$ cat config.mk
export PLATFORM = sky130hd
export DESIGN_NAME = pos_queue
export DESIGN_NICKNAME = d
export VERILOG_FILES = /design/src/design/pos_pkg.sv /design/src/design/pos_queue.sv
export SDC_FILE = /design/constraint.sdc
export NUM_CORES = 1
export LEC_CHECK = 0
export BUFFER_PORTS_ARGS = -buffer_cell sky130_fd_sc_hd__buf_2
export CAP_MARGIN = 20
export CORE_MARGIN = 4
export CORE_UTILIZATION = 45
export CTS_CLUSTER_DIAMETER = 60
export DETAILED_ROUTE_END_ITERATION = 10
export PLACE_DENSITY = 0.7
export SYNTH_ARGS = -nofsm -noshare
export SYNTH_HDL_FRONTEND = slang
export SYNTH_SLANG_ARGS = --single-unit
export TNS_END_PERCENT = 100
$ cat constraint.sdc
create_clock -name clk -period 6.5 [get_ports clk]
set_input_delay 0 -clock clk [delete_from_list [all_inputs] [get_ports clk]]
set_output_delay 0 -clock clk [all_outputs]
set_load 0.02 [all_outputs]
$ cat src/design/pos_pkg.sv
// Shared types and constants for the pulse odometer stall monitor.
`default_nettype none
package pos_pkg;

  localparam int COUNT_BITS_DEF = 32;
  localparam int TIME_BITS_DEF  = 32;
  localparam int REG_W          = 32;
  localparam int CMD_W          = 32;
  localparam int QUEUE_DEPTH    = 2;

  localparam logic [REG_W-1:0] DEBOUNCE_RST = 32'd2000;
  localparam logic [REG_W-1:0] STALL_RST    = 32'd180000;
  localparam logic [REG_W-1:0] REPORT_RST   = 32'd7200000;
  localparam logic [REG_W-1:0] TARGET_RST   = 32'd142858;

  typedef enum logic [1:0] {
    ACT_TICK  = 2'd0,
    ACT_PULSE = 2'd1,
    ACT_CMD   = 2'd2
  } action_t;

  typedef enum logic [1:0] {
    EV_STALL  = 2'd0,
    EV_REPORT = 2'd1,
    EV_TARGET = 2'd2,
    EV_RESET  = 2'd3
  } event_t;

  typedef enum logic [1:0] {
    CFG_DEBOUNCE = 2'd0,
    CFG_STALL    = 2'd1,
    CFG_REPORT   = 2'd2,
    CFG_TARGET   = 2'd3
  } cfg_reg_t;

  typedef struct packed {
    logic             we;
    logic [1:0]       index;
    logic [REG_W-1:0] data;
  } cfg_wr_t;

  // One accepted item's results: one or two events sharing count and running.
  typedef struct packed {
    logic        two;
    event_t      ev0;
    event_t      ev1;
    logic [31:0] count;
    logic        running;
  } q_entry_t;

  typedef struct packed {
    logic full;
    logic empty;
  } q_status_t;

endpackage
`default_nettype wire

$ cat src/design/pos_queue.sv
// Short queue of per-item event records between front and back.
`default_nettype none
module pos_queue import pos_pkg::*; (
  input  wire logic     clk,
  input  wire logic     rst_n,
  input  wire logic     push,
  input  wire q_entry_t push_entry,
  input  wire logic     pop,
  output q_entry_t      head,
  output q_status_t     stat
);

  localparam int PTRW = (QUEUE_DEPTH > 1) ? $clog2(QUEUE_DEPTH) : 1;
  localparam int CNTW = $clog2(QUEUE_DEPTH + 1);

  q_entry_t            mem_r [QUEUE_DEPTH];
  logic [PTRW-1:0]     wr_ptr_r, wr_ptr_nxt;
  logic [PTRW-1:0]     rd_ptr_r, rd_ptr_nxt;
  logic [CNTW-1:0]     fill_r, fill_nxt;
  logic                do_push;
  logic                do_pop;

  assign stat.full  = (fill_r == CNTW'(QUEUE_DEPTH));
  assign stat.empty = (fill_r == '0);
  assign do_push    = push && !stat.full;
  assign do_pop     = pop && !stat.empty;
  assign head       = mem_r[rd_ptr_r];

  always_comb begin
    wr_ptr_nxt = wr_ptr_r;
    rd_ptr_nxt = rd_ptr_r;
    fill_nxt   = fill_r;
    if (do_push) begin
      wr_ptr_nxt = (wr_ptr_r == PTRW'(QUEUE_DEPTH - 1)) ? '0 : wr_ptr_r + PTRW'(1);
    end
    if (do_pop) begin
      rd_ptr_nxt = (rd_ptr_r == PTRW'(QUEUE_DEPTH - 1)) ? '0 : rd_ptr_r + PTRW'(1);
    end
    if (do_push && !do_pop) fill_nxt = fill_r + CNTW'(1);
    else if (do_pop && !do_push) fill_nxt = fill_r - CNTW'(1);
  end

  always_ff @(posedge clk) begin
    if (do_push) mem_r[wr_ptr_r] <= push_entry;
  end

  always_ff @(posedge clk) begin
    if (!rst_n) begin
      wr_ptr_r <= '0;
      rd_ptr_r <= '0;
      fill_r   <= '0;
    end else begin
      wr_ptr_r <= wr_ptr_nxt;
      rd_ptr_r <= rd_ptr_nxt;
      fill_r   <= fill_nxt;
    end
  end

endmodule
`default_nettype wire

Word-level counts from Yosys, hierarchy flattened
Memories as Yosys holds them, arrays and structs flattened. A register that Yosys moved wholly into a read port is not among the register bits.
Index checks and enable logic that the tools add are counted.
{"block": "classes", "addsub": 4, "n_eq_ne": 1, "muxes": 8, "n_reduce_logical": 10}
{"operator": "$mux W1", "count": 6}
{"operator": "$logic_and A1 B1 Y1", "count": 4}
{"operator": "$logic_not A1 Y1", "count": 4}
{"operator": "$mux W2", "count": 2}
{"operator": "$add A1 B1 Y1 const B", "count": 2}
{"operator": "$add A2 B1 Y2 const B", "count": 1}
{"operator": "$eq A2 B2 Y1 const B", "count": 1}
{"operator": "$logic_not A2 Y1", "count": 1}
{"operator": "$reduce_bool A2 Y1", "count": 1}
{"operator": "$sub A2 B1 Y2 const B", "count": 1}
{"block": "totals", "reg_bits": 4, "ramBits": 76, "input_bits": 42, "out_inout_bits": 40, "word_cells": 27, "memories": 1}
{"memory": "mem_r", "depth": 2, "width": 38, "rd": 1, "rd_clocked_by_memory_dff": 1, "wr": 1, "line_no": "pos_queue.sv:16", "source": "q_entry_t mem_r [QUEUE_DEPTH];"}

Depth between registers and ports, before layout
Gate-level depths: netlist of the first run.
{"block": "depth", "depth_word": 7, "ltp_mapped": 7}

Worst setup path before layout of the first run
OpenSTA, ideal clock, no wires.
{"block": "synth_timing", "path_type": "reg2reg", "startpoint": "register fill_r[0]", "endpoint": "memory mem_r[0][0] (netlist bit) (enable)", "setup_ns": 0.428, "arrival_ns": 2.145, "required_time_ns": 6.072, "path_slack_ns": 3.927, "stages_incl_launch_ff": 4, "period_less_slack_ns": 2.573, "path_cell_list": "dfxtp_1 > nand2b_1 > inv_2 > nor3_2"}
{"element": "start, declared", "line_no": "pos_queue.sv:19", "source": "logic [CNTW-1:0] fill_r, fill_nxt;"}
{"element": "start signal, assigned", "line_no": "pos_queue.sv:55", "source": "fill_r <= fill_nxt;"}
{"element": "end, declared", "line_no": "pos_queue.sv:16"}

Worst setup path in the final report of the first run
{"block": "layout_timing", "startpoint": "register fill_r[0]", "endpoint": "memory mem_r[0][16] (netlist bit) (enable)"}
{"block": "layout_via", "elab_chain_len": 5}
{"element": "$eq A2 B2 Y1", "line_no": "pos_queue.sv:23", "source": "assign stat.full = (fill_r == CNTW'(QUEUE_DEPTH));"}
{"element": "$logic_not A1 Y1", "line_no": "pos_queue.sv:25", "source": "assign do_push = push && !stat.full;"}
{"element": "$logic_and A1 B1 Y1", "line_no": "pos_queue.sv:25"}
{"element": "$mux W1", "line_no": "pos_queue.sv:44", "source": "if (do_push) mem_r[wr_ptr_r] <= push_entry;"}
{"element": "$mux W1 (not written as such)", "line_no": "pos_queue.sv:44"}
Every way passes these cells.

==> impl_metrics.toml, run 1 <==
[status]
status = "finished clean"

[floorplan]
die_h_um = 89.3
initial_core_util = 0.465
fp.coreArea_um2 = 6390
die_x_um = 89.3
io_pins = 82
die-area_um2 = 7970
num_rows = 29

[pwr]
powerDensity_nw_per_um2 = 370
ir_worst_vdd_mv = 0.268
leakage_nw = 1.54

[cts]
clock_path_buffers = 2
root_buffer = "clkbuf_8"
cts.repair.resized = 0
postCtsHoldBufs = 39
clk_latency_ps = 340
numCtsBuffers = 9
cts_sinks = 81
post-cts-setup-buffers = 0
h-tree-depth = 3
cts_tree = "done"
clk_pin_slew_ps = 80

[final_layout]
insertedDiodeCount = 0
fin_nets = 314
final_layout_size_suffix_gt1_frac = 0.504
utilization = 0.638
syn_to_final_growth_pct = 37.0
n_fill_cell = 477

[synth]
ys_ff_latch = 81
synth_area_um2 = 2970
synth_ff_type = "edfxtp_1"
yosys.area.top_type = "edfxtp_1"
syn_area_per_cell_um2 = 20.8
synthTopCellsByCount = "edfxtp_1 (76), mux2_2 (38), dfxtp_1 (5)"
synth_top_cell_area_share = 0.768
synthesis.nets = 186
ys_warn_count = 0
ys_seq_area_frac = 0.802
synthTopCellsByArea = "edfxtp_1 (77%), mux2_2 (14%), dfxtp_1 (3.4%)"
netlist_instances = 143
yosysMostFrequentCell = "edfxtp_1"
synth-edff-count = 76
synth_cell_types = 21
async_reset_ff_frac = 0

[timing]
setup_tns_ps = 0
max_freq_mhz = 498
period_needed_ps = 2010
final_max_slew_viol_count = 0
period_share = 0.309
setup_violations = 0
grt_setup_unrepaired = "false"
max-slew-margin-rel = 0.383
hold_violations = 0
fin_ws_ps = 4490
worst_pin_slew_ps = 926
skew_ps = 7.07

[placement]
place.gp.congestion = 0.743
portBuffers = 81
dp_hpwl_um = 3260
place_ws_ps = 4480

[global_route]
grt_max_degree = 39
grt_pass1_wl_um = 8380
antenna_found_initial = 0
grt_usage = 0.148
gr-total-overflow = 0
grt_pass1_vias = 1743

[critical_path]
crit_required_ps = 6510
critPathKind = "reg -> reg"
start_kind = "flop"
rr_worst_depth = 4
worstPathArrival_ps = 2020
worstPathMaxFanout = 24
cp-end-kind = "flop"

[route]
dr.pass1.iters = 4
drt_first_iter_violations = 95
drc = 0
viasPerCell = 4.79
vias = 1691
ant_nets = 0
postRouteWirelength_um = 5440
wl_per_cell_um = 15.4

[run]
maxCapViolCount = 0

[hold_path]
whs_path_depth = 3
hold_class = "in -> reg"
[flip-flops by register name (all words and copies together) (netlist names), named ones only]
register	flops
rd_ptr_r	1
fill_r	2
mem_r	76
wr_ptr_r	1
[layout by cell type (no fill, tap or decap)]
master,instances
buf_2,81
clkinv_1,1
o21ai_0,1
bufinv_16,2
ha_1,1
o21ai_1,1
dlygate4sd3_1,39
buf_4,1
nand2b_1,1
clkinvlp_4,3
nor3_4,1
xor2_1,1
clkinv_4,1
nor2_1,2
and2_1,3
a21boi_0,1
clkbuf_8,9
mux2_2,38
inv_2,1
a21boi_1,1
inv_1,1
or3_1,1
dfxtp_2,1
o21a_1,1
and3_2,1
xnor2_1,2
edfxtp_1,76
dfxtp_1,4
[logic make-up after synthesis]
group / share of synthesized area
multiplexers: 0.144
buffers and inverters: 0.0118
AND/OR/NAND/NOR: 0.0185
flip-flops: 0.802
XOR/XNOR: 0.00884
AO/OA/AOI/OAI: 0.0109
adder cells (fa/ha/maj): 0.00421
[worst max-delay path, stage by stage (launching register included)]
cell,delay (ps)
dfxtp_1,410
nand2b_1,180
inv_2,70
nor3_4,570
buf_4,440
[final timing paths]
kind / slack [ps] / endpoint / startpoint
worst min register to register: 520 / fill_r[1] / fill_r[1]
worst max register to register: 4490 / mem_r[0][16] / fill_r[0]
worst max-delay path: 4490 / mem_r[0][16] / fill_r[0]
worst min-delay path: 50 / wr_ptr_r / push
[metal layers]
metal | share of wire | global-route usage
met5 | 0 | 0
met4 | 0.023 | 0.0785
met3 | 0.050 | 0.0396
met2 | 0.56 | 0.268
met1 | 0.37 | 0.157
[layout make-up]
class	count	area [µm²]	share of cell area
multi-input combinational	56	562	0.138
clock inverter	7	95.1	0.0234
inverter	2	7.51	0.00184
sequential	81	2380	0.585
tap	77	96.3	0.0237
clock buffer	9	124	0.0304
timing repair buffer	121	803	0.197
[through the flow]
step	instances	hold WS (ps)	power [mW]	cell area (µm²)
4_1_cts	353	31.2	1.53	4070
3_5_place_dp	298	192	1.12	3460
6_report	353	47.9	1.51	4070
2_1_floorplan	143	98.9	0.993	2970
5_1_grt	353	48.9	1.59	4070
3_3_place_gp	298	190	1.12	3460
[report_power, final]
part | switching [mW] | internal [mW] | total [mW]
clock network | 0.173 | 0.215 | 0.388
logic | 0.225 | 0.186 | 0.410
registers | 0.0524 | 0.657 | 0.709
No activity file was read; power rests on OpenSTA's default activity.
==> run 2, diff against run 1 <==
--- a/config.mk
+++ b/config.mk
@@ -11,7 +11,7 @@
 export CORE_UTILIZATION = 45
 export CTS_CLUSTER_DIAMETER = 60
 export DETAILED_ROUTE_END_ITERATION = 10
-export PLACE_DENSITY = 0.7
+export PLACE_DENSITY = 0.73
 export SYNTH_ARGS = -nofsm -noshare
 export SYNTH_HDL_FRONTEND = slang
 export SYNTH_SLANG_ARGS = --single-unit
==> constraint.sdc (replaced) <==
create_clock -name clk -period 1.7 [get_ports clk]
set_input_delay 0 -clock clk [delete_from_list [all_inputs] [get_ports clk]]
set_output_delay 0 -clock clk [all_outputs]
set_load 0.02 [all_outputs]
==> impl_metrics.toml, run 2 (synthesized netlist as in run 1, its figures left out) <==
[status]
status = "finished clean"

[timing]
max-slew-margin-rel = 0.797
period_needed_ps = 1550
max_freq_mhz = 644
hold_violations = 0
period_share = 0.913
setup_tns_ps = 0
final_max_slew_viol_count = 0
grt_setup_unrepaired = "false"
worst_pin_slew_ps = 304
skew_ps = 5.78
setup_violations = 0

[critical_path]
r2r_setup_slack_ps = 150
critPathKind = "reg -> reg"
crit_required_ps = 1960
r2r-start = "fill_r[0]"
cp-end-kind = "flop"
worstPathMaxFanout = 5
crit_end = "fill_r[1]"
worstPathArrival_ps = 1810
critPathLaunch = "fill_r[0]"
start_kind = "flop"
rr_worst_depth = 6
regToRegEndpoint = "fill_r[1]"

[placement]
place.gp.congestion = 0.758
portBuffers = 81
placedInstanceArea_um2 = 3540
dp_hpwl_um = 3430
dpl.cell_count = 303

[cts]
post-cts-setup-buffers = 0
cts_sinks = 81
clk_pin_slew_ps = 70
numCtsBuffers = 9
postCtsHoldBufs = 39
clock_path_buffers = 2
clk_latency_ps = 330
cts_tree = "done"
root_buffer = "clkbuf_8"
h-tree-depth = 3
cts.repair.resized = 0

[final_layout]
regMostFlops = "mem_r"
final_common_cell = "buf_2"
syn_to_final_growth_pct = 38.0
largest_reg_flops = 76
n_fill_cell = 467
multi_input_area_um2 = 569
largestRegisters = "mem_r: 76 flops, fill_r: 2 flops"
final_layout_size_suffix_gt1_frac = 0.511
fin_nets = 319
layout_common_cells = "buf_2 (81), edfxtp_1 (76), dlygate4sd3_1 (39)"
layout.cells.non_filler = 357
insertedDiodeCount = 0
fin_area_um2 = 4100
seq_area_um2 = 2380

[hold_path]
hold_class = "in -> reg"

[route]
vias = 1711
dr.pass1.iters = 4
wl_per_cell_um = 15.4
viasPerCell = 4.79
drc = 0
drt_first_iter_violations = 72
postRouteWirelength_um = 5500
ant_nets = 0

[pwr]
power_mw = 5.66
ir_worst_vdd_mv = 0.835
leakage_nw = 1.57
powerDensity_nw_per_um2 = 1380

[global_route]
grt_usage = 0.144
grt_pass1_wl_um = 8360
gr-total-overflow = 0
antenna_found_initial = 0
grt_max_degree = 23
grt_pass1_vias = 1796

[run]
maxCapViolCount = 0

[floorplan]
die_h_um = 89.3
die_x_um = 89.3
die-area_um2 = 7970
num_rows = 29
io_pins = 82
fp.coreArea_um2 = 6390
initial_core_util = 0.465
[run 2: cell types whose count changed in the layout (fill, tap and decap cells not counted), sizes merged]
cell and delta:
buf +5, clkinvlp -3, clkinv +2, bufinv -1, clkbuf +1
[run 2: how the worst min path moves through the flow]
stage	cells after the start	startpoint	end
2_1_floorplan	0	push_entry[0]	mem_r[0][0]
3_3_place_gp	1	push_entry[16]	mem_r[1][16]
3_5_place_dp	1	push_entry[0]	mem_r[0][0]
4_1_cts	3	push	wr_ptr_r
5_1_grt	3	push	wr_ptr_r
6_report	3	push	wr_ptr_r
[run 2: report_power, final]
| group | switching, mW | leakage (nW) | internal (mW) | total, mW |
|---|---|---|---|---|
| clock | 0.607 | 0.0910 | 0.656 | 1.26 |
| sequential | 0.0873 | 0.752 | 2.51 | 2.60 |
| combinational | 1.01 | 0.725 | 0.792 | 1.80 |
[run 2: stage by stage]
| stage | setup WS, ps | utilization | hold WS, ps |
|---|---|---|---|
| final | 148 | 0.642 | 51.4 |
| after global routing | 69.9 | 0.642 | 67.2 |
| after CTS | 140 | 0.642 | 35.8 |
| after detailed placement | 155 | 0.554 | 192 |
| after global placement | 237 | 0.554 | 189 |
| after floorplan | -247 | - | 98.9 |
[run 2: critical path, cell delays in order (launching register included)]
cell and delay (ps):
dfxtp_2 370, nand2b_4 160, inv_4 40, nor2_1 120
ha_1 280, or3_1 360, a21boi_1 150
[run 2: area by class of cell]
type | instances | share of cell area
clock buffer | 10 | 0.0311
clock inverter | 5 | 0.0116
inverter | 2 | 0.00244
multi-input combinational | 56 | 0.139
sequential | 81 | 0.581
tap | 77 | 0.0235
timing repair buffer | 126 | 0.211
[run 2: per-layer routing]
metal	share of wire	vias up	global-route usage	wire, µm
li1	-	819	-	-
met1	0.42	831	0.184	2330
met2	0.51	56	0.235	2780
met3	0.063	5	0.0470	344
met4	0.0076	0	0.0447	42
met5	0	-	0	0
